==> src/rtl/sng_pkg.sv <==
// Shared types, constants and the volume curve of the square/noise sound generator.
// No dependencies; imported by every module of the block.
package sng_pkg;

	localparam int unsigned TICK_RATE_HZ    = 48000;
	localparam int unsigned PHASE_FRAC_BITS = 28;
	localparam longint unsigned CHIP_CLOCK  = 64'd3579545;

	localparam int unsigned PERIOD_W = 10;
	localparam int unsigned ATTEN_W  = 4;
	localparam int unsigned VOL_W    = 11;
	localparam int unsigned SAMPLE_W = 14;
	localparam int unsigned NOISE_W  = 16;

	// tone step = TONE_STEP_NUM / period, noise step = NOISE_STEP_NUM >> rate
	localparam longint unsigned TONE_STEP_NUM =
		(CHIP_CLOCK << PHASE_FRAC_BITS) / (64'(32) * 64'(TICK_RATE_HZ));
	localparam longint unsigned NOISE_STEP_NUM =
		(CHIP_CLOCK << PHASE_FRAC_BITS) / (64'(512) * 64'(TICK_RATE_HZ));

	localparam int unsigned STEP_W = $clog2(TONE_STEP_NUM + 64'd1);
	localparam int unsigned ACC_W  =
		((STEP_W > PHASE_FRAC_BITS) ? STEP_W : PHASE_FRAC_BITS) + 1;
	localparam int unsigned CNT_W  = $clog2(STEP_W);

	localparam logic [NOISE_W-1:0]  NOISE_SEED   = 16'h8000;
	localparam logic [PERIOD_W-1:0] PERIOD_RESET = 10'h3FF;
	localparam logic [ATTEN_W-1:0]  ATTEN_SILENT = 4'hF;
	localparam logic [1:0]          NOISE_CH     = 2'd3;
	localparam logic [1:0]          RATE_TONE2   = 2'd3;

	localparam logic CMD_WRITE = 1'b0;
	localparam logic CMD_TICK  = 1'b1;

	typedef struct packed {
		logic       wr;
		logic       tick_start;
		logic       div_init;
		logic       div_step;
		logic       advance;
		logic       load_out;
		logic [1:0] voice;
	} sng_cmd_t;

	typedef struct packed {
		logic out_free;
	} sng_sts_t;

	function automatic logic [VOL_W-1:0] vol_of(input logic [ATTEN_W-1:0] a);
		logic [VOL_W-1:0] v;
		case (a)
			4'd0:    v = 11'd1600;
			4'd1:    v = 11'd1270;
			4'd2:    v = 11'd1009;
			4'd3:    v = 11'd801;
			4'd4:    v = 11'd636;
			4'd5:    v = 11'd505;
			4'd6:    v = 11'd401;
			4'd7:    v = 11'd319;
			4'd8:    v = 11'd253;
			4'd9:    v = 11'd201;
			4'd10:   v = 11'd160;
			4'd11:   v = 11'd127;
			4'd12:   v = 11'd100;
			4'd13:   v = 11'd80;
			4'd14:   v = 11'd63;
			default: v = 11'd0;
		endcase
		return v;
	endfunction

endpackage

==> src/rtl/sng_ctrl.sv <==
// Sequencer of the sound generator: input handshake, per-voice divide/advance steps.
// Depends on sng_pkg; drives sng_datapath through sng_cmd_t.
module sng_ctrl
	import sng_pkg::*;
(
	input  logic     clk,
	input  logic     arst_n,
	input  logic     s_tvalid,
	output logic     s_tready,
	input  logic     s_tuser,
	input  sng_sts_t sts,
	output sng_cmd_t cmd
);

	typedef enum logic [4:0] {
		S_IDLE = 5'b00001,
		S_INIT = 5'b00010,
		S_DIV  = 5'b00100,
		S_ADV  = 5'b01000,
		S_DONE = 5'b10000
	} state_t;

	state_t           state_q, state_d;
	logic [1:0]       voice_q;
	logic [CNT_W-1:0] cnt_q;
	logic             accept;
	logic             div_last;

	assign s_tready = (state_q == S_IDLE);
	assign accept   = s_tvalid & s_tready;
	assign div_last = (cnt_q == CNT_W'(STEP_W - 1));

	always_comb begin
		state_d = state_q;
		case (state_q)
			S_IDLE: begin
				if (accept && s_tuser == CMD_TICK) state_d = S_INIT;
			end
			S_INIT: state_d = S_DIV;
			S_DIV: begin
				if (div_last) state_d = S_ADV;
			end
			S_ADV: begin
				state_d = (voice_q == NOISE_CH) ? S_DONE : S_INIT;
			end
			S_DONE: begin
				if (sts.out_free) state_d = S_IDLE;
			end
			default: state_d = S_IDLE;
		endcase
	end

	always_ff @(posedge clk or negedge arst_n) begin
		if (!arst_n) begin
			state_q <= S_IDLE;
			voice_q <= '0;
			cnt_q   <= '0;
		end else begin
			state_q <= state_d;
			if (accept) voice_q <= '0;
			else if (state_q == S_ADV) voice_q <= voice_q + 2'd1;
			if (state_q == S_INIT) cnt_q <= '0;
			else if (state_q == S_DIV) cnt_q <= cnt_q + CNT_W'(1);
		end
	end

	always_comb begin
		cmd            = '0;
		cmd.wr         = accept && (s_tuser == CMD_WRITE);
		cmd.tick_start = accept && (s_tuser == CMD_TICK);
		cmd.div_init   = (state_q == S_INIT);
		cmd.div_step   = (state_q == S_DIV);
		cmd.advance    = (state_q == S_ADV);
		cmd.load_out   = (state_q == S_DONE) && sts.out_free;
		cmd.voice      = voice_q;
	end

endmodule

==> src/rtl/sng_datapath.sv <==
// Sound generator datapath: register file, bit-serial step divider, phases, LFSR, mixer.
// Depends on sng_pkg; sequenced by sng_ctrl.
module sng_datapath
	import sng_pkg::*;
(
	input  logic                clk,
	input  logic                arst_n,
	input  sng_cmd_t            cmd,
	output sng_sts_t            sts,
	input  logic [7:0]          wr_data,
	output logic                out_valid,
	input  logic                out_ready,
	output logic [SAMPLE_W-1:0] out_sample
);

	logic [PERIOD_W-1:0]        period_q [3];
	logic [ATTEN_W-1:0]         atten_q [4];
	logic [PHASE_FRAC_BITS-1:0] tone_phase_q [3];
	logic [2:0]                 tone_neg_q;
	logic [1:0]                 lat_ch_q;
	logic                       lat_vol_q;
	logic [2:0]                 noise_mode_q;
	logic [PHASE_FRAC_BITS-1:0] noise_phase_q;
	logic [NOISE_W-1:0]         noise_shift_q;
	logic                       noise_neg_q;

	logic [PERIOD_W-1:0]        rem_q;
	logic [STEP_W-1:0]          quo_q;
	logic [STEP_W-1:0]          dvd_q;
	logic signed [SAMPLE_W-1:0] acc_q;
	logic [SAMPLE_W-1:0]        out_q;
	logic                       out_valid_q;

	logic                       is_noise;
	logic [1:0]                 tidx;
	logic [PERIOD_W-1:0]        div_p;
	logic [PERIOD_W:0]          rem_sh;
	logic                       ge;
	logic [STEP_W-1:0]          step;
	logic [PHASE_FRAC_BITS-1:0] phase_cur;
	logic [ACC_W-1:0]           phase_sum;
	logic                       wrap;
	logic                       fb;
	logic [NOISE_W-1:0]         shift_next;
	logic                       neg_new;
	logic [VOL_W-1:0]           vol;
	logic signed [SAMPLE_W-1:0] vol_s;
	logic [1:0]                 wch;

	localparam logic [STEP_W-1:0] TONE_STEP  = STEP_W'(TONE_STEP_NUM);
	localparam logic [STEP_W-1:0] NOISE_STEP = STEP_W'(NOISE_STEP_NUM);

	assign is_noise = (cmd.voice == NOISE_CH);
	assign tidx     = is_noise ? 2'd2 : cmd.voice;
	assign div_p    = (period_q[tidx] == '0) ? PERIOD_W'(1) : period_q[tidx];

	assign rem_sh = {rem_q, dvd_q[STEP_W-1]};
	assign ge     = (rem_sh >= {1'b0, div_p});

	always_comb begin
		if (is_noise && noise_mode_q[1:0] != RATE_TONE2) step = NOISE_STEP >> noise_mode_q[1:0];
		else step = quo_q;
		phase_cur  = is_noise ? noise_phase_q : tone_phase_q[tidx];
		phase_sum  = ACC_W'(phase_cur) + ACC_W'(step);
		wrap       = |phase_sum[ACC_W-1:PHASE_FRAC_BITS];
		fb         = noise_mode_q[2] ? (noise_shift_q[0] ^ noise_shift_q[3]) : noise_shift_q[0];
		shift_next = {fb, noise_shift_q[NOISE_W-1:1]};
		if (is_noise) neg_new = wrap ? ~shift_next[0] : noise_neg_q;
		else neg_new = tone_neg_q[tidx] ^ wrap;
		vol   = vol_of(atten_q[cmd.voice]);
		vol_s = $signed({{(SAMPLE_W - VOL_W){1'b0}}, vol});
	end

	assign wch = wr_data[6:5];

	always_ff @(posedge clk or negedge arst_n) begin
		if (!arst_n) begin
			for (int i = 0; i < 3; i++) begin
				period_q[i]     <= PERIOD_RESET;
				tone_phase_q[i] <= '0;
			end
			for (int i = 0; i < 4; i++) atten_q[i] <= ATTEN_SILENT;
			tone_neg_q    <= '0;
			lat_ch_q      <= '0;
			lat_vol_q     <= 1'b0;
			noise_mode_q  <= '0;
			noise_phase_q <= '0;
			noise_shift_q <= NOISE_SEED;
			noise_neg_q   <= 1'b0;
			out_valid_q   <= 1'b0;
		end else begin
			if (cmd.wr) begin
				if (wr_data[7]) begin
					lat_ch_q  <= wch;
					lat_vol_q <= wr_data[4];
					if (wr_data[4]) begin
						atten_q[wch] <= wr_data[3:0];
					end else if (wch == NOISE_CH) begin
						noise_mode_q  <= wr_data[2:0];
						noise_shift_q <= NOISE_SEED;
					end else begin
						period_q[wch][3:0] <= wr_data[3:0];
					end
				end else if (lat_vol_q) begin
					atten_q[lat_ch_q] <= wr_data[3:0];
				end else if (lat_ch_q != NOISE_CH) begin
					period_q[lat_ch_q][PERIOD_W-1:4] <= wr_data[5:0];
				end else begin
					noise_mode_q <= wr_data[2:0];
				end
			end
			if (cmd.advance) begin
				if (is_noise) begin
					noise_phase_q <= phase_sum[PHASE_FRAC_BITS-1:0];
					noise_neg_q   <= neg_new;
					if (wrap) noise_shift_q <= shift_next;
				end else begin
					tone_phase_q[tidx] <= phase_sum[PHASE_FRAC_BITS-1:0];
					tone_neg_q[tidx]   <= neg_new;
				end
			end
			if (out_ready) out_valid_q <= 1'b0;
			if (cmd.load_out) out_valid_q <= 1'b1;
		end
	end

	// remainder stays below the divisor, so it fits PERIOD_W bits
	always_ff @(posedge clk) begin
		if (cmd.div_init) begin
			rem_q <= '0;
			quo_q <= '0;
			dvd_q <= TONE_STEP;
		end else if (cmd.div_step) begin
			rem_q <= ge ? PERIOD_W'(rem_sh - {1'b0, div_p}) : rem_sh[PERIOD_W-1:0];
			quo_q <= {quo_q[STEP_W-2:0], ge};
			dvd_q <= dvd_q << 1;
		end
		if (cmd.tick_start) acc_q <= '0;
		else if (cmd.advance) acc_q <= neg_new ? (acc_q - vol_s) : (acc_q + vol_s);
		if (cmd.load_out) out_q <= acc_q;
	end

	assign sts.out_free = !out_valid_q || out_ready;
	assign out_valid    = out_valid_q;
	assign out_sample   = out_q;

endmodule

==> src/rtl/square_noise_sound_generator_core.sv <==
// Top level of the square/noise sound generator: stream ports, sequencer and datapath.
// Depends on sng_pkg, sng_ctrl and sng_datapath.
//
// Three square-wave tone voices and one LFSR noise voice. A word with tuser = 0 is a
// register byte (latch or data) and gives no output word. A word with tuser = 1
// renders one sample: four passes, one per voice, each running a shared
// one-bit-per-cycle restoring divider for the phase step. The sample sits in an
// output register; a tick that finishes while the previous sample is untaken
// waits until it goes.
module square_noise_sound_generator_core
	import sng_pkg::*;
(
	input  logic        clk,
	input  logic        arst_n,
	input  logic        s_tvalid,
	output logic        s_tready,
	input  logic [7:0]  s_tdata,  // [7:0] data
	input  logic        s_tuser,  // [0] command
	output logic        m_tvalid,
	input  logic        m_tready,
	output logic [15:0] m_tdata   // [13:0] sample, [15:14] zero
);

	sng_cmd_t            cmd;
	sng_sts_t            sts;
	logic [SAMPLE_W-1:0] sample;

	sng_ctrl u_ctrl (
		.clk      (clk),
		.arst_n   (arst_n),
		.s_tvalid (s_tvalid),
		.s_tready (s_tready),
		.s_tuser  (s_tuser),
		.sts      (sts),
		.cmd      (cmd)
	);

	sng_datapath u_dp (
		.clk        (clk),
		.arst_n     (arst_n),
		.cmd        (cmd),
		.sts        (sts),
		.wr_data    (s_tdata),
		.out_valid  (m_tvalid),
		.out_ready  (m_tready),
		.out_sample (sample)
	);

	assign m_tdata = {2'b00, sample};

endmodule

==> config.mk <==
export PLATFORM = sky130hd
export DESIGN_NAME = square_noise_sound_generator_core
export DESIGN_NICKNAME = d
export VERILOG_FILES = /design/src/rtl/sng_pkg.sv /design/src/rtl/sng_ctrl.sv /design/src/rtl/sng_datapath.sv /design/src/rtl/square_noise_sound_generator_core.sv
export SDC_FILE = /design/constraint.sdc
export NUM_CORES = 1
export LEC_CHECK = 0
export ABC_AREA = 1
export BUFFER_PORTS_ARGS = -buffer_cell sky130_fd_sc_hd__buf_2
export CORE_MARGIN = 1
export CORE_UTILIZATION = 45
export CTS_CLUSTER_SIZE = 8
export DETAILED_ROUTE_END_ITERATION = 12
export SLEW_MARGIN = 20
export SYNTH_ARGS = -nofsm -noshare
export SYNTH_HDL_FRONTEND = slang
export SYNTH_SLANG_ARGS = --single-unit
==> constraint.sdc <==
create_clock -name clk -period 5.9 [get_ports clk]
set_clock_uncertainty 0.2 [all_clocks]
set_input_delay 0.885 -clock clk [delete_from_list [all_inputs] [get_ports clk]]
set_output_delay 0.885 -clock clk [all_outputs]
set_load 0.1 [all_outputs]
### Word level (Yosys, flattened, before mapping)

Memories as Yosys holds them, arrays and structs flattened.
Cells that the tools add are included.

| storage, ports and cells | value |
|---|---|
| bits in writable memories | 0 |
| bits in latches | 0 |
| flip-flop bits (word level) | 295 |
| bits in read-only memories | 176 |
| memories | 1 |

Memories:

| memory | depth | width | read ports | clocked after memory_dff | write ports | line | text |
|---|---|---|---|---|---|---|---|
| (name not given) | 16 | 11 | 1 | 0 | 0 | sng_pkg.sv:51 | `case (a)` |

| operators by class | value |
|---|---|
| multiply operators | 0 |
| reduce and logical (&&, ||, !) cells | 24 |
| eq/ne operators | 19 |
| $lt $le $gt $ge | 10 |
| add/subtract/negate cells | 6 |
| multiplexer cells | 69 |
| bitwise logic cells | 10 |
| shifts and indexed selects | 1 |
| div/mod/pow operators | 0 |

Operator list:

| cell | number |
|---|---|
| $mux 30 | 6 |
| $mux 16 | 10 |
| $mux 28 | 4 |
| $bwmux 84 | 1 |
| $bwmux 30 | 2 |
| $bmux 28 s2 | 1 |
| $demux 28 s2 | 1 |
| $mux 10 | 5 |
| $demux 10 s2 | 2 |
| $bwmux 16 | 2 |
| $add 28x30->31 | 1 |
| $mux 5 | 6 |
| $shr 26x2->30 const A | 1 |
| $pmux 5 s5 | 1 |
| $bmux 10 s2 | 1 |
| $mux 4 | 5 |
| $demux 4 s2 | 2 |
| $ne 2x2->1 const B | 8 |
| $mux 3 | 5 |
| $add 14x12->14 | 1 |
| $mux 14 | 1 |
| $sub 14x12->14 | 1 |
| $ge 3x3->1 const B | 4 |
| $not 2->3 | 4 |
| 32 further kinds | 64 |

### Longest topological paths before layout

Gate-level depths: netlist (run 1).

| logic depth | value |
|---|---|
| depth after elaboration | 12 |
| mapped depth | 45 |

### Cells and area by module

Synthesis (run 1) repeated with hierarchy kept, for this count alone.

| second synthesis, totals | value |
|---|---|
| cell total of the unflattened synthesis | 2005 |
| area total of the unflattened synthesis | 15526.1 um2 |

Modules (own cells, without submodules):

| module | instances | seq. area each (um2) | area each (um2) | cells an instance |
|---|---|---|---|---|
| sng_datapath | 1 | 6790.3 | 14790.4 | 1908 |
| sng_ctrl | 1 | 301.5 | 716.9 | 94 |
| square_noise_sound_generator_core | 1 | 0.0 | 18.8 | 3 |

### Least setup slack after synthesis (run 1)

No wires, ideal clock.

| timing path | value |
|---|---|
| path kind | register to register |
| start | register u_ctrl.voice_q[1] |
| end | register u_dp.acc_q[12] |
| path slack | -0.005 ns |
| data arrival time | 5.589 ns |
| data required time | 5.585 ns |
| path buffers | 4 |
| cell stages (with the launch flop) | 32 |
| setup time | 0.115 ns |
| clock period less this slack | 5.905 ns |
| cell sequence | dfrtp_1 inv_2 ha_1 inv_1 clkbuf_1 clkbuf_1 clkbuf_1 o21ai_0 a22oi_1 ha_1 inv_1 fa_1 o21ai_1 a21oi_1 o21ai_1 a21oi_2 nand3_2 nand2_1 nand3_2 nand2_4 buf_4 nand2_1 o21ai_1 fa_1 o21ai_0 a21oi_1 o21ai_0 a21oi_1 o21bai_1 xor2_1 o21ai_0 inv_1 |

| between the ends | value |
|---|---|
| longest elaborated chain between the ends | 12 |
| elaborated cells between the ends (all ways) | 24 |
| classes of those cells | 3 x add/sub; 1 x eq/ne; 14 x mux; 3 x bitwise; 2 x reduce/logical; 1 x memory |

Ends and longest elaborated chain:

| what | line | text |
|---|---|---|
| start: declaration | sng_ctrl.sv:24 | `logic [1:0] voice_q;` |
| start signal: assignment | sng_ctrl.sv:61 | `else if (state_q == S_ADV) voice_q <= voice_q + 2'd1;` |
| $eq 2x2->1 | sng_datapath.sv:53 | `assign is_noise = (cmd.voice == NOISE_CH);` |
| $mux 2 | sng_datapath.sv:54 | `assign tidx = is_noise ? 2'd2 : cmd.voice;` |
| $not 2->3 (implied by the code) | sng_datapath.sv:63 | `phase_cur = is_noise ? noise_phase_q : tone_phase_q[tidx];` |
| $bmux 28 s2 | sng_datapath.sv:63 |  |
| $mux 28 (implied by the code) (2 in series) | sng_datapath.sv:63 |  |
| $mux 28 | sng_datapath.sv:63 |  |
| $add 28x30->31 | sng_datapath.sv:64 | `phase_sum = ACC_W'(phase_cur) + ACC_W'(step);` |
| $reduce_or 3->1 | sng_datapath.sv:65 | `wrap = \|phase_sum[ACC_W-1:PHASE_FRAC_BITS];` |
| $xor 1x1->1 / $mux 1 (equally long branches) | sng_datapath.sv:69, sng_datapath.sv:68 |  |
| $mux 1 | sng_datapath.sv:68 | `if (is_noise) neg_new = wrap ? ~shift_next[0] : noise_neg_q;` |
| $mux 14 (*) | sng_datapath.sv:139 | `else if (cmd.advance) acc_q <= neg_new ? (acc_q - vol_s) : (acc_q + vol_s);` |
| end signal: assignment | sng_datapath.sv:139 |  |
| end: declaration | sng_datapath.sv:30 | `logic signed [SAMPLE_W-1:0] acc_q;` |

Mark *: on every way between the ends. The rest lies on a longest branch, timed or not. The select of a mux whose other input is x is not followed.
A chain may end at the register's enable or synchronous reset.

### Worst setup path after layout (run 1)

| timing path | value |
|---|---|
| start | register u_ctrl.voice_q[1] |
| end | register u_dp.acc_q[13] |

The elaborated chain is that of the path after synthesis.

==> impl_metrics.toml, run 1 <==
[detailed_routing]
num_vias = 13050
drt_first_pass_iters = 5
totalWireLength_um = 39400
via_per_inst = 5.257
drc = 0
detailedRoute.firstIterationViolations = 817
ant_nets = 0
post_drt_wl_per_cell_um = 15.87

[worst_setup_path]
critPathSlowestCell = "dfrtp_1"
worst_path_most_repeated_cell = "nand2_1"
buffers_and_inverters_on_the_worst_path = 11
critical_path.top_delay_family = "simple AND/OR/NAND/NOR gates"
timing.critical_path.required_ps = 6150
arrival_ps = 5700
critPathCaptureType = "flop"
biggest_cell_delay_along_the_critical_path_ps = 400
crit_type = "flop to flop"
worst-path-max-fanout = 8
timing.critical_path.from_type = "flop"

[global_routing]
grt_most_used_layer = "met2"
globalRouteMet3Util_pct = 3.291
grt-ovfl-total = 0
vias_in_the_first_global_route = 12700
antenna_found_initial = 0
global_route.usage.total_pct = 22.53
maximum_number_of_pins_on_one_net_before_global_route_repair = 111
global_route.usage.met2_pct = 36.09
groute.layer.met1.usage_pct = 31.12
grt_first_pass_wirelength_um = 64160

[final_layout]
final_cell_area_mm2 = 0.01775
proportion_of_layout_cells_with_a_drive_suffix_above_1_pct = 12.24
synthToLayoutAreaGrowth_pct = 15.51
antenna_cells = 0
nets = 2088
filler_cell_count = 3218
post_layout_nonfiller_instances = 2483

[clock_tree]
cts-root-buf = "clkbuf_16"
post_cts_hold_buffer_count = 0
insertion_delay_ps = 560
cts.htree.levels = 2
tritoncts = "done"
cts_buffers = 43
numClockSinks = 295
worst_setup_hold_path_clk_slew_ps = 50
ctsLongestPathBuffers = 3

[synth]
postSynth.asyncResetShare_pct = 66.78
postSynthAreaPerCell_um2 = 7.883
synth_seq_cells = 295
synth.lib_cells_used.distinct = 57
post_synth_top_area_cell = "dfrtp_1"
synth-edff-count = 14
yosysTopAreaCellShare_pct = 24.27
synth_top_flop_cell = "dfrtp_1"
synthCells = 1949
synth_area_leaders = "dfrtp_1 24%, dfxtp_1 11%, nand2_1 11%"
synthesis.area_mm2 = 0.01536
ys.warnings.count = 0
synth_seq_area_share_pct = 46.16

[floorplanning]
rows = 67
width_of_the_die_um = 186.8
die_h_um = 186.8
coreArea_mm2 = 0.03353
initial_core_utilization_pct = 45.82
dieArea_mm2 = 0.03488
num_io_pins = 31

[placed_design]
gp_routability_congestion = 0.8930
place_inst = 2386
io_buffers = 28
dp_hpwl_um = 26120
placed_cell_area_mm2 = 0.01611

[timing]
hold_viol = 0
finalCriticalPeriod_ps = 5456
slew-limit-headroom_pct = 29.19
maxSlewViolCount = 0
layout_worst_path_cycle_share_pct = 92.47
setup_tns_ps = 0
tightest_slew_ps = 1058
final.hold.worst_slack_ps = 228.2
max_clock_freq_mhz = 183.3
final-setup-viol-count = 0

[job]
max-cap-violations = 0

[power]
power.total_w = 0.007668
power.static_leakage_nw = 8.366
pwr_density_cell_mw_per_mm2 = 432.1
ir_worst_vdd_uv = 296.0

[run_status]
outcome = "completed"

[hold_path]
min_path_type = "input port to asynchronous set/reset pin"
routing by layer:
metal / vias to the layer above / share of wire [%]
li1: 6556 / -
met1: 6172 / 48
met2: 259 / 46
met3: 67 / 4.3
met4: 0 / 2.5
met5: - / 0
flip-flops by register name, indices dropped and copies added (netlist names), 3 cells and up:
name and count:
u_dp.tone_phase_q 84, u_dp.dvd_q 30, u_dp.period_q 30, u_dp.quo_q 30
u_dp.noise_phase_q 28, u_dp.atten_q 16, u_dp.noise_shift_q 16, u_dp.acc_q 14
u_dp.out_sample 14, u_dp.rem_q 10, u_ctrl.cnt_q 5, u_ctrl.state_q 5
u_dp.noise_mode_q 3, u_dp.tone_neg_q 3
synthesized netlist by cell type (all sizes together), types with 2 or more instances:
| cell type | instances |
|---|---|
| a211oi | 3 |
| a21oi | 114 |
| a22oi | 29 |
| a31o | 9 |
| a31oi | 9 |
| a32oi | 2 |
| buf | 14 |
| clkbuf | 63 |
| clkinv | 5 |
| dfrtp | 149 |
| dfstp | 48 |
| dfxtp | 84 |
| edfxtp | 14 |
| fa | 3 |
| ha | 69 |
| inv | 231 |
| nand2 | 455 |
| nand3 | 71 |
| nand3b | 4 |
| nand4 | 6 |
| nor2 | 155 |
| nor3 | 13 |
| nor3b | 2 |
| nor4 | 3 |
| o211ai | 5 |
| o21ai | 267 |
| o21bai | 5 |
| o221ai | 3 |
| o22ai | 50 |
| or2 | 4 |
| xnor2 | 19 |
| xor2 | 32 |
worst paths after layout:
kind                                          startpoint                                end  slack, ps  cells past startpoint
max                        u_ctrl.voice_q[1]$_DFFE_PN0P_        u_dp.acc_q[13]$_SDFFE_PP0N_        440                     40
max reg2reg                u_ctrl.voice_q[1]$_DFFE_PN0P_        u_dp.acc_q[13]$_SDFFE_PP0N_        440                     40
min in group clk              u_dp.acc_q[0]$_SDFFE_PP0N_       u_dp.out_sample[0]$_DFFE_PP_        260                      0
max in group asynchronous                         arst_n      u_dp.period_q[24]$_DFFE_PN1P_       4100                      2
min reg2reg                   u_dp.acc_q[0]$_SDFFE_PP0N_       u_dp.out_sample[0]$_DFFE_PP_        260                      0
min                                               arst_n  u_dp.tone_phase_q[62]$_DFFE_PN0P_        230                      1
layout make-up:
| class | count | area [um2] | area share (%) |
|---|---|---|---|
| timing repair buffer | 84 | 752.0 | 4.237 |
| clock buffer | 74 | 1202 | 6.775 |
| inverter | 236 | 890.9 | 5.020 |
| sequential | 295 | 7092 | 39.96 |
| clock inverter | 3 | 41.29 | 0.2327 |
| tap | 448 | 560.5 | 3.158 |
| multi-input combinational | 1343 | 7208 | 40.62 |
logic make-up after synthesis:
| kind of cell | count (synthesis) | share of synthesized area (%) |
|---|---|---|
| AND/OR/NAND/NOR | 714 | 18.87 |
| AO/OA/AOI/OAI | 503 | 18.19 |
| flip-flops | 295 | 46.16 |
| other | 1 | 0.02441 |
| buffers and inverters | 313 | 7.834 |
| adder cells (fa/ha/maj) | 72 | 6.010 |
| XOR/XNOR | 51 | 2.907 |
worst reg2reg max path: cells and delay by family, from the launching register on:
kind	cells	cell delay [ps]
adder cells (fa/ha/maj)	3	890
flip-flops	1	400
XOR/XNOR	1	80
AO/OA/AOI/OAI	7	970
buffers and inverters	11	1160
AND/OR/NAND/NOR	18	1640
through the flow:
stage          util, %  setup slack [ps]
6_report         52.93             444.3
5_1_grt          52.93            -52.68
4_1_cts          51.74             154.2
3_5_place_dp     48.03             171.5
3_3_place_gp     48.03             320.5
2_1_floorplan        -             18.31
power by group:
group	leakage, nW	switching, W	total [W]	internal (W)
registers	3.33	0.000188	0.00267	0.00249
logic	4.45	0.00172	0.00272	0.000997
clock network	0.590	0.000901	0.00228	0.00137
total	8.37	0.00281	0.00767	0.00486
what timing repair did:
action,4_1_cts,5_1_grt
gates resized for setup,0,43
buffers inserted,0,14
endpoints found under the setup margin,0,6
placed cells by master (no fill, tap or decap), types with 50 or more instances in the layout:
cell     count
nor2_1     147
ha_1        67
nand3_1     67
dfrtp_1    149
o22ai_1     50
dfxtp_1     84
inv_1      222
o21ai_0    253
nand2_1    442
a21oi_1    104
No activity file was read; power rests on OpenSTA's default activity.
==> run 2: changes to the inputs <==
ABC_AREA = not set   (was 1)
CORE_UTILIZATION = 57   (was 45)
PLACE_DENSITY = 0.76   (was not set)
==> run 2 against run 1 <==
Cell area up 1.4%; combinational power down 15%; synthesized cell count down 23%; sequential share of layout area down 0.55 points; global-route usage up 2.6 points; highest routed layer unchanged; synthesized area up 0.81%; clock power down 4%; the run now ends with setup timing left.
==> impl_metrics.toml, run 2 <==
[synth]
ys.warnings.count = 0
synthesis.area_mm2 = 0.01549
postSynthAreaPerCell_um2 = 10.32
postSynth.asyncResetShare_pct = 66.78
post_synth_top_area_cell = "dfrtp_1"
yosysTopAreaCellShare_pct = 24.07
synth.top_cells.by_count = "154 x mux2_2, 149 x dfrtp_1, 147 x nand2_1"
leading_cell_type_by_number_of_instances_after_synthesis = "mux2_2"
synth-edff-count = 14
synth_seq_cells = 295
synth_seq_area_share_pct = 45.79
synth_area_leaders = "dfrtp_1 24%, mux2_2 11%, dfxtp_1 11%"
synth_top_flop_cell = "dfrtp_1"
synth.lib_cells_used.distinct = 87
synthCells = 1500

[worst_setup_path]
timing.critical_path.from_type = "flop"
arrival_ps = 6220
worst-path-max-fanout = 6
critical_path.top_delay_family = "compound AO/OA/AOI/OAI gates"
r2r_end = "u_dp.acc_q[13]$_SDFFE_PP0N_"
r2r_setup_slack_ps = -60
critPathSlowestCell = "dfrtp_1"
biggest_cell_delay_along_the_critical_path_ps = 390
cp.depth = 30
critical_path.reg2reg.startpoint = "u_ctrl.voice_q[1]$_DFFE_PN0P_"
critPathCaptureType = "flop"
crit_type = "flop to flop"
worst_r2r_path_depth = 30
buffers_and_inverters_on_the_worst_path = 5
timing.critical_path.required_ps = 6160
cp-startpoint = "u_ctrl.voice_q[1]$_DFFE_PN0P_"
worst_path_most_repeated_cell = "o211ai_1"

[placed_design]
placement.setup.worst_slack_ps = -131.2
io_buffers = 28
dp_hpwl_um = 22920
gp_routability_congestion = 0.8917
place_inst = 1850

[timing]
finalCriticalPeriod_ps = 5955
max_clock_freq_mhz = 167.9
timing.final.ws_setup_ps = -55.11
final-setup-viol-count = 1
hold_viol = 0
layout_worst_path_cycle_share_pct = 100.9
maxSlewViolCount = 0
setup_tns_ps = -55.11
tightest_slew_ps = 946.1
grt_setup_unrepaired = "yes"
slew-limit-headroom_pct = 36.75
final.hold.worst_slack_ps = 159.1

[final_layout]
largest_reg_flops = 84
nets = 1667
filler_cell_count = 1895
most-common-layout-cells = "153 x mux2_2, 149 x dfrtp_1, 147 x nand2_1"
synthToLayoutAreaGrowth_pct = 16.18
finish.utilization_pct = 68.28
mostFrequentLayoutCell = "mux2_2"
proportion_of_layout_cells_with_a_drive_suffix_above_1_pct = 27.18
post_layout_nonfiller_instances = 1951
seq_area_mm2 = 0.007092
top_register = "u_dp.tone_phase_q"
combined_area_of_the_multi_input_logic_cells_mm2 = 0.008147

[global_routing]
grt-ovfl-total = 0
maximum_number_of_pins_on_one_net_before_global_route_repair = 129
vias_in_the_first_global_route = 11560
global_route.usage.total_pct = 25.14
grt_first_pass_wirelength_um = 57560
antenna_found_initial = 1

[detailed_routing]
drt_first_pass_iters = 5
num_vias = 11580
via_per_inst = 5.935
detailedRoute.firstIterationViolations = 881
post_drt_wl_per_cell_um = 17.74
ant_nets = 0
totalWireLength_um = 34610
drc = 0

[floorplanning]
coreArea_mm2 = 0.02635
initial_core_utilization_pct = 58.77
rows = 59
die_h_um = 166.8
num_io_pins = 31
width_of_the_die_um = 166.8
dieArea_mm2 = 0.02783

[clock_tree]
cts_buffers = 42
tritoncts = "done"
numClockSinks = 295
post_cts_hold_buffer_count = 0
cts.htree.levels = 2
worst_setup_hold_path_clk_slew_ps = 50
insertion_delay_ps = 530
cts-root-buf = "clkbuf_16"
ctsLongestPathBuffers = 3

[power]
power.static_leakage_nw = 8.269
ir_worst_vdd_uv = 474.4
pwr_density_cell_mw_per_mm2 = 397.4

[hold_path]
min_path_type = "input port to asynchronous set/reset pin"

[run_status]
failed_checks = "setup timing"
outcome = "complete, but fails checks"

[job]
max-cap-violations = 0
[run 2: cell types whose count changed in the layout (fill, tap and decap cells not counted), moves of 33 or more]
cell	delta
nand2_1	-295
inv_1	-165
o21ai_0	-162
mux2_2	+153
nor2_1	-54
o22ai_1	-49
a22o_1	+46
mux2i_1	+44
a21oi_1	-37
buf_4	+33
[run 2: metal layers]
metal	share of wire (%)	vias up	track usage (%)
met1	45	5704	33.55
met5	0	-	0
met3	4.4	74	4.183
met2	48	239	41.84
met4	2.7	0	7.890
li1	-	5563	-
[run 2: kinds of logic (layout without fill, tap and decap cells)]
| logic type | Yosys count | after routing | share of synthesized area (%) |
|---|---|---|---|
| other | 1 | 3 | 0.02421 |
| muxes | 208 | 208 | 15.20 |
| AOI/OAI and AO/OA | 340 | 340 | 14.67 |
| adders and majority gates | 72 | 72 | 5.962 |
| buffers and inverters | 136 | 250 | 3.498 |
| xor gates and xnor gates | 52 | 52 | 2.941 |
| and+or+nand+nor | 396 | 396 | 11.92 |
| DFF | 295 | 295 | 45.79 |
[run 2: final cells by class]
class / count / area share, %
Timing Repair Buffer: 115 / 5.062
Clock buffer: 74 / 6.509
Inverter: 58 / 1.210
Antenna cell: 1 / 0.01391
Tap cell: 335 / 2.329
Clock inverter: 3 / 0.1877
Multi-Input combinational cell: 1070 / 45.28
Sequential cell: 295 / 39.41
[run 2: how the worst max path moves through the flow]
stage	to	slack, ps
finish	u_dp.acc_q[13]$_SDFFE_PP0N_	-60
detailed placement	u_dp.acc_q[12]$_SDFFE_PP0N_	-130
global route	u_dp.acc_q[13]$_SDFFE_PP0N_	-330
global placement	u_dp.acc_q[12]$_SDFFE_PP0N_	-20
CTS	u_dp.acc_q[12]$_SDFFE_PP0N_	0.1
floorplan	u_dp.acc_q[12]$_SDFFE_PP0N_	-170
[run 2: stage by stage]
step / power, W / cell area, um2
after floorplan: 0.004372 / 15620
after global placement: 0.004754 / 16350
after detailed placement: 0.004856 / 16380
after CTS: 0.007102 / 17650
after global routing: 0.007589 / 17990
final: 0.007151 / 17990
[run 2: repair_timing]
item | in CTS | in global routing
resized for setup | 9 | 44
setup endpoints to repair | 5 | 7
pin swaps | 4 | 13
setup buffers | 5 | 18
[run 2: power by group]
part | total (W) | internal (W) | leakage (nW) | switching, W
sequential | 0.00264 | 0.00244 | 3.34 | 0.000199
combinational | 0.00231 | 0.00106 | 4.36 | 0.00125
clock | 0.00220 | 0.00134 | 0.571 | 0.000862
[run 2: worst register-to-register path: cells and delay by family, from the launching register on]
family                     cells  cell delay (ps)
xor gates and xnor gates       1               70
DFF                            1              390
and+or+nand+nor                5              750
muxes                          5             1140
buffers and inverters          5              610
AOI/OAI and AO/OA             11             1910
adders and majority gates      3              820
==> run 3: changes to the inputs <==
SKIP_LAST_GASP = 1   (was not set)
==> run 3 against run 2 <==
The run still ends with setup timing left; sequential share of layout area about the same; final cell count is essentially flat; wire length down 0.16%; register-to-register slack is essentially flat; critical path depth unchanged; sequential cell count did not move; first-iteration DRC count is 0.57% lower; clock-buffer cell count stayed put; cell area hardly changed; sequential power barely moved; global-route usage unchanged; core utilization is essentially flat; critical path type unchanged; highest routed layer unchanged.
==> impl_metrics.toml, run 3 (synthesis results as in run 2) <==
[run_status]
outcome = "complete, but fails checks"
failed_checks = "setup timing"

[placed_design]
dp_hpwl_um = 22920
gp_routability_congestion = 0.8917
placed_cell_area_mm2 = 0.01638
io_buffers = 28
place_inst = 1850

[global_routing]
grt-ovfl-total = 0
maximum_number_of_pins_on_one_net_before_global_route_repair = 129
grt_first_pass_wirelength_um = 57560
vias_in_the_first_global_route = 11560
global_route.usage.total_pct = 25.14
antenna_found_initial = 1

[timing]
layout_worst_path_cycle_share_pct = 100.8
final-setup-viol-count = 1
hold_viol = 0
setup_tns_ps = -45.16
timing.final.ws_setup_ps = -45.16
final.hold.worst_slack_ps = 167.0
tightest_slew_ps = 958.4
maxSlewViolCount = 0
max_clock_freq_mhz = 168.2
slew-limit-headroom_pct = 35.93
grt_setup_unrepaired = "yes"
finalCriticalPeriod_ps = 5945

[worst_setup_path]
critical_path.top_delay_family = "compound AO/OA/AOI/OAI gates"
timing.critical_path.required_ps = 6110
critPathSlowestCell = "dfrtp_1"
crit_type = "flop to flop"
worst_r2r_path_depth = 30
buffers_and_inverters_on_the_worst_path = 5
r2r_setup_slack_ps = -50
timing.critical_path.from_type = "flop"
r2r_end = "u_dp.acc_q[13]$_SDFFE_PP0N_"
worst_path_most_repeated_cell = "o211ai_1"
arrival_ps = 6150
worst-path-max-fanout = 6
biggest_cell_delay_along_the_critical_path_ps = 390
critical_path.reg2reg.startpoint = "u_ctrl.voice_q[1]$_DFFE_PN0P_"
critPathCaptureType = "flop"

[clock_tree]
ctsLongestPathBuffers = 3
cts_buffers = 42
numClockSinks = 295
tritoncts = "done"
cts.htree.levels = 2
worst_setup_hold_path_clk_slew_ps = 50
cts-root-buf = "clkbuf_16"
insertion_delay_ps = 530

[final_layout]
nets = 1668
final_cell_area_mm2 = 0.01800
synthToLayoutAreaGrowth_pct = 16.22
most-common-layout-cells = "153 x mux2_2, 149 x dfrtp_1, 147 x nand2_1"
largest_reg_flops = 84
mostFrequentLayoutCell = "mux2_2"
top_register = "u_dp.tone_phase_q"
post_layout_nonfiller_instances = 1952
proportion_of_layout_cells_with_a_drive_suffix_above_1_pct = 27.29

[power]
comb_power_share_pct = 32.5
pwr_density_cell_mw_per_mm2 = 398.6
p_int_w = 0.004847
ir_worst_vdd_uv = 472.8
power.static_leakage_nw = 8.256
share_clk_of_total_power_pct = 30.7
power.net_switching_w = 0.002328
pwr-share-seq_pct = 36.8
switching_share_pct = 32.44

[detailed_routing]
post_drt_wl_per_cell_um = 17.70
totalWireLength_um = 34560
detailedRoute.firstIterationViolations = 876
drt_first_pass_iters = 5
num_vias = 11550
drc = 0
via_per_inst = 5.918
ant_nets = 0

[floorplanning]
width_of_the_die_um = 166.8
num_io_pins = 31
initial_core_utilization_pct = 58.77
rows = 59
coreArea_mm2 = 0.02635
dieArea_mm2 = 0.02783
die_h_um = 166.8

[hold_path]
min_path_type = "input port to asynchronous set/reset pin"

[job]
max-cap-violations = 0
-- run 3: how the worst max path moves through the flow --
stage          cells past startpoint                          end  slack (ps)                           from
3_3_place_gp                      29  u_dp.acc_q[12]$_SDFFE_PP0N_         -20  u_ctrl.voice_q[0]$_DFFE_PN0P_
6_report                          30  u_dp.acc_q[13]$_SDFFE_PP0N_         -50  u_ctrl.voice_q[1]$_DFFE_PN0P_
4_1_cts                           29  u_dp.acc_q[12]$_SDFFE_PP0N_         -10  u_ctrl.voice_q[1]$_DFFE_PN0P_
2_1_floorplan                     32  u_dp.acc_q[12]$_SDFFE_PP0N_        -170  u_ctrl.voice_q[1]$_DFFE_PN0P_
3_5_place_dp                      29  u_dp.acc_q[12]$_SDFFE_PP0N_        -130  u_ctrl.voice_q[0]$_DFFE_PN0P_
5_1_grt                           28  u_dp.acc_q[13]$_SDFFE_PP0N_        -320  u_ctrl.voice_q[1]$_DFFE_PN0P_
-- run 3: metal layers --
metal | up-vias | global-route usage, % | share of wire (%)
met5 | - | 0 | 0
met4 | 0 | 7.890 | 2.7
met3 | 71 | 4.183 | 4.9
met2 | 273 | 41.84 | 48
met1 | 5645 | 33.55 | 45
li1 | 5563 | - | -
-- run 3: through the flow --
step                      setup slack [ps]  util [%]  power (W)
after floorplan                     -169.4         -   0.004372
after global placement              -18.43     62.04   0.004754
after detailed placement            -131.2     62.14   0.004856
after CTS                           -12.23     66.98   0.007102
after global routing                -319.1     68.29   0.007612
final                               -45.16     68.30   0.007174
-- run 3: final cells by class --
| class | instances | area [um2] |
|---|---|---|
| antenna | 1 | 2.502 |
| clock buffer | 74 | 1171 |
| clock inverter | 3 | 33.78 |
| fill | 1895 | 8354 |
| inverter | 58 | 217.7 |
| multi-input combinational | 1070 | 8145 |
| sequential | 295 | 7092 |
| tap | 335 | 419.2 |
| timing repair buffer | 116 | 918.4 |
-- run 3: power groups by stage --
stage	combinational (W)	clock, W	sequential, W
finish	0.00233	0.00220	0.00264
global route	0.00261	0.00233	0.00267
CTS	0.00223	0.00224	0.00263
detailed placement	0.00219	0	0.00266
global placement	0.00211	0	0.00264
floorplan	0.00177	0	0.00260
-- run 3: timing repair --
item                       CTS  global route
hold buffers                 0             0
buffers inserted             5            19
gates cloned                 0             0
hold endpoints to repair     0             0
setup endpoints to repair    5             7
gates resized for setup      9            46
pin swaps                    3            16
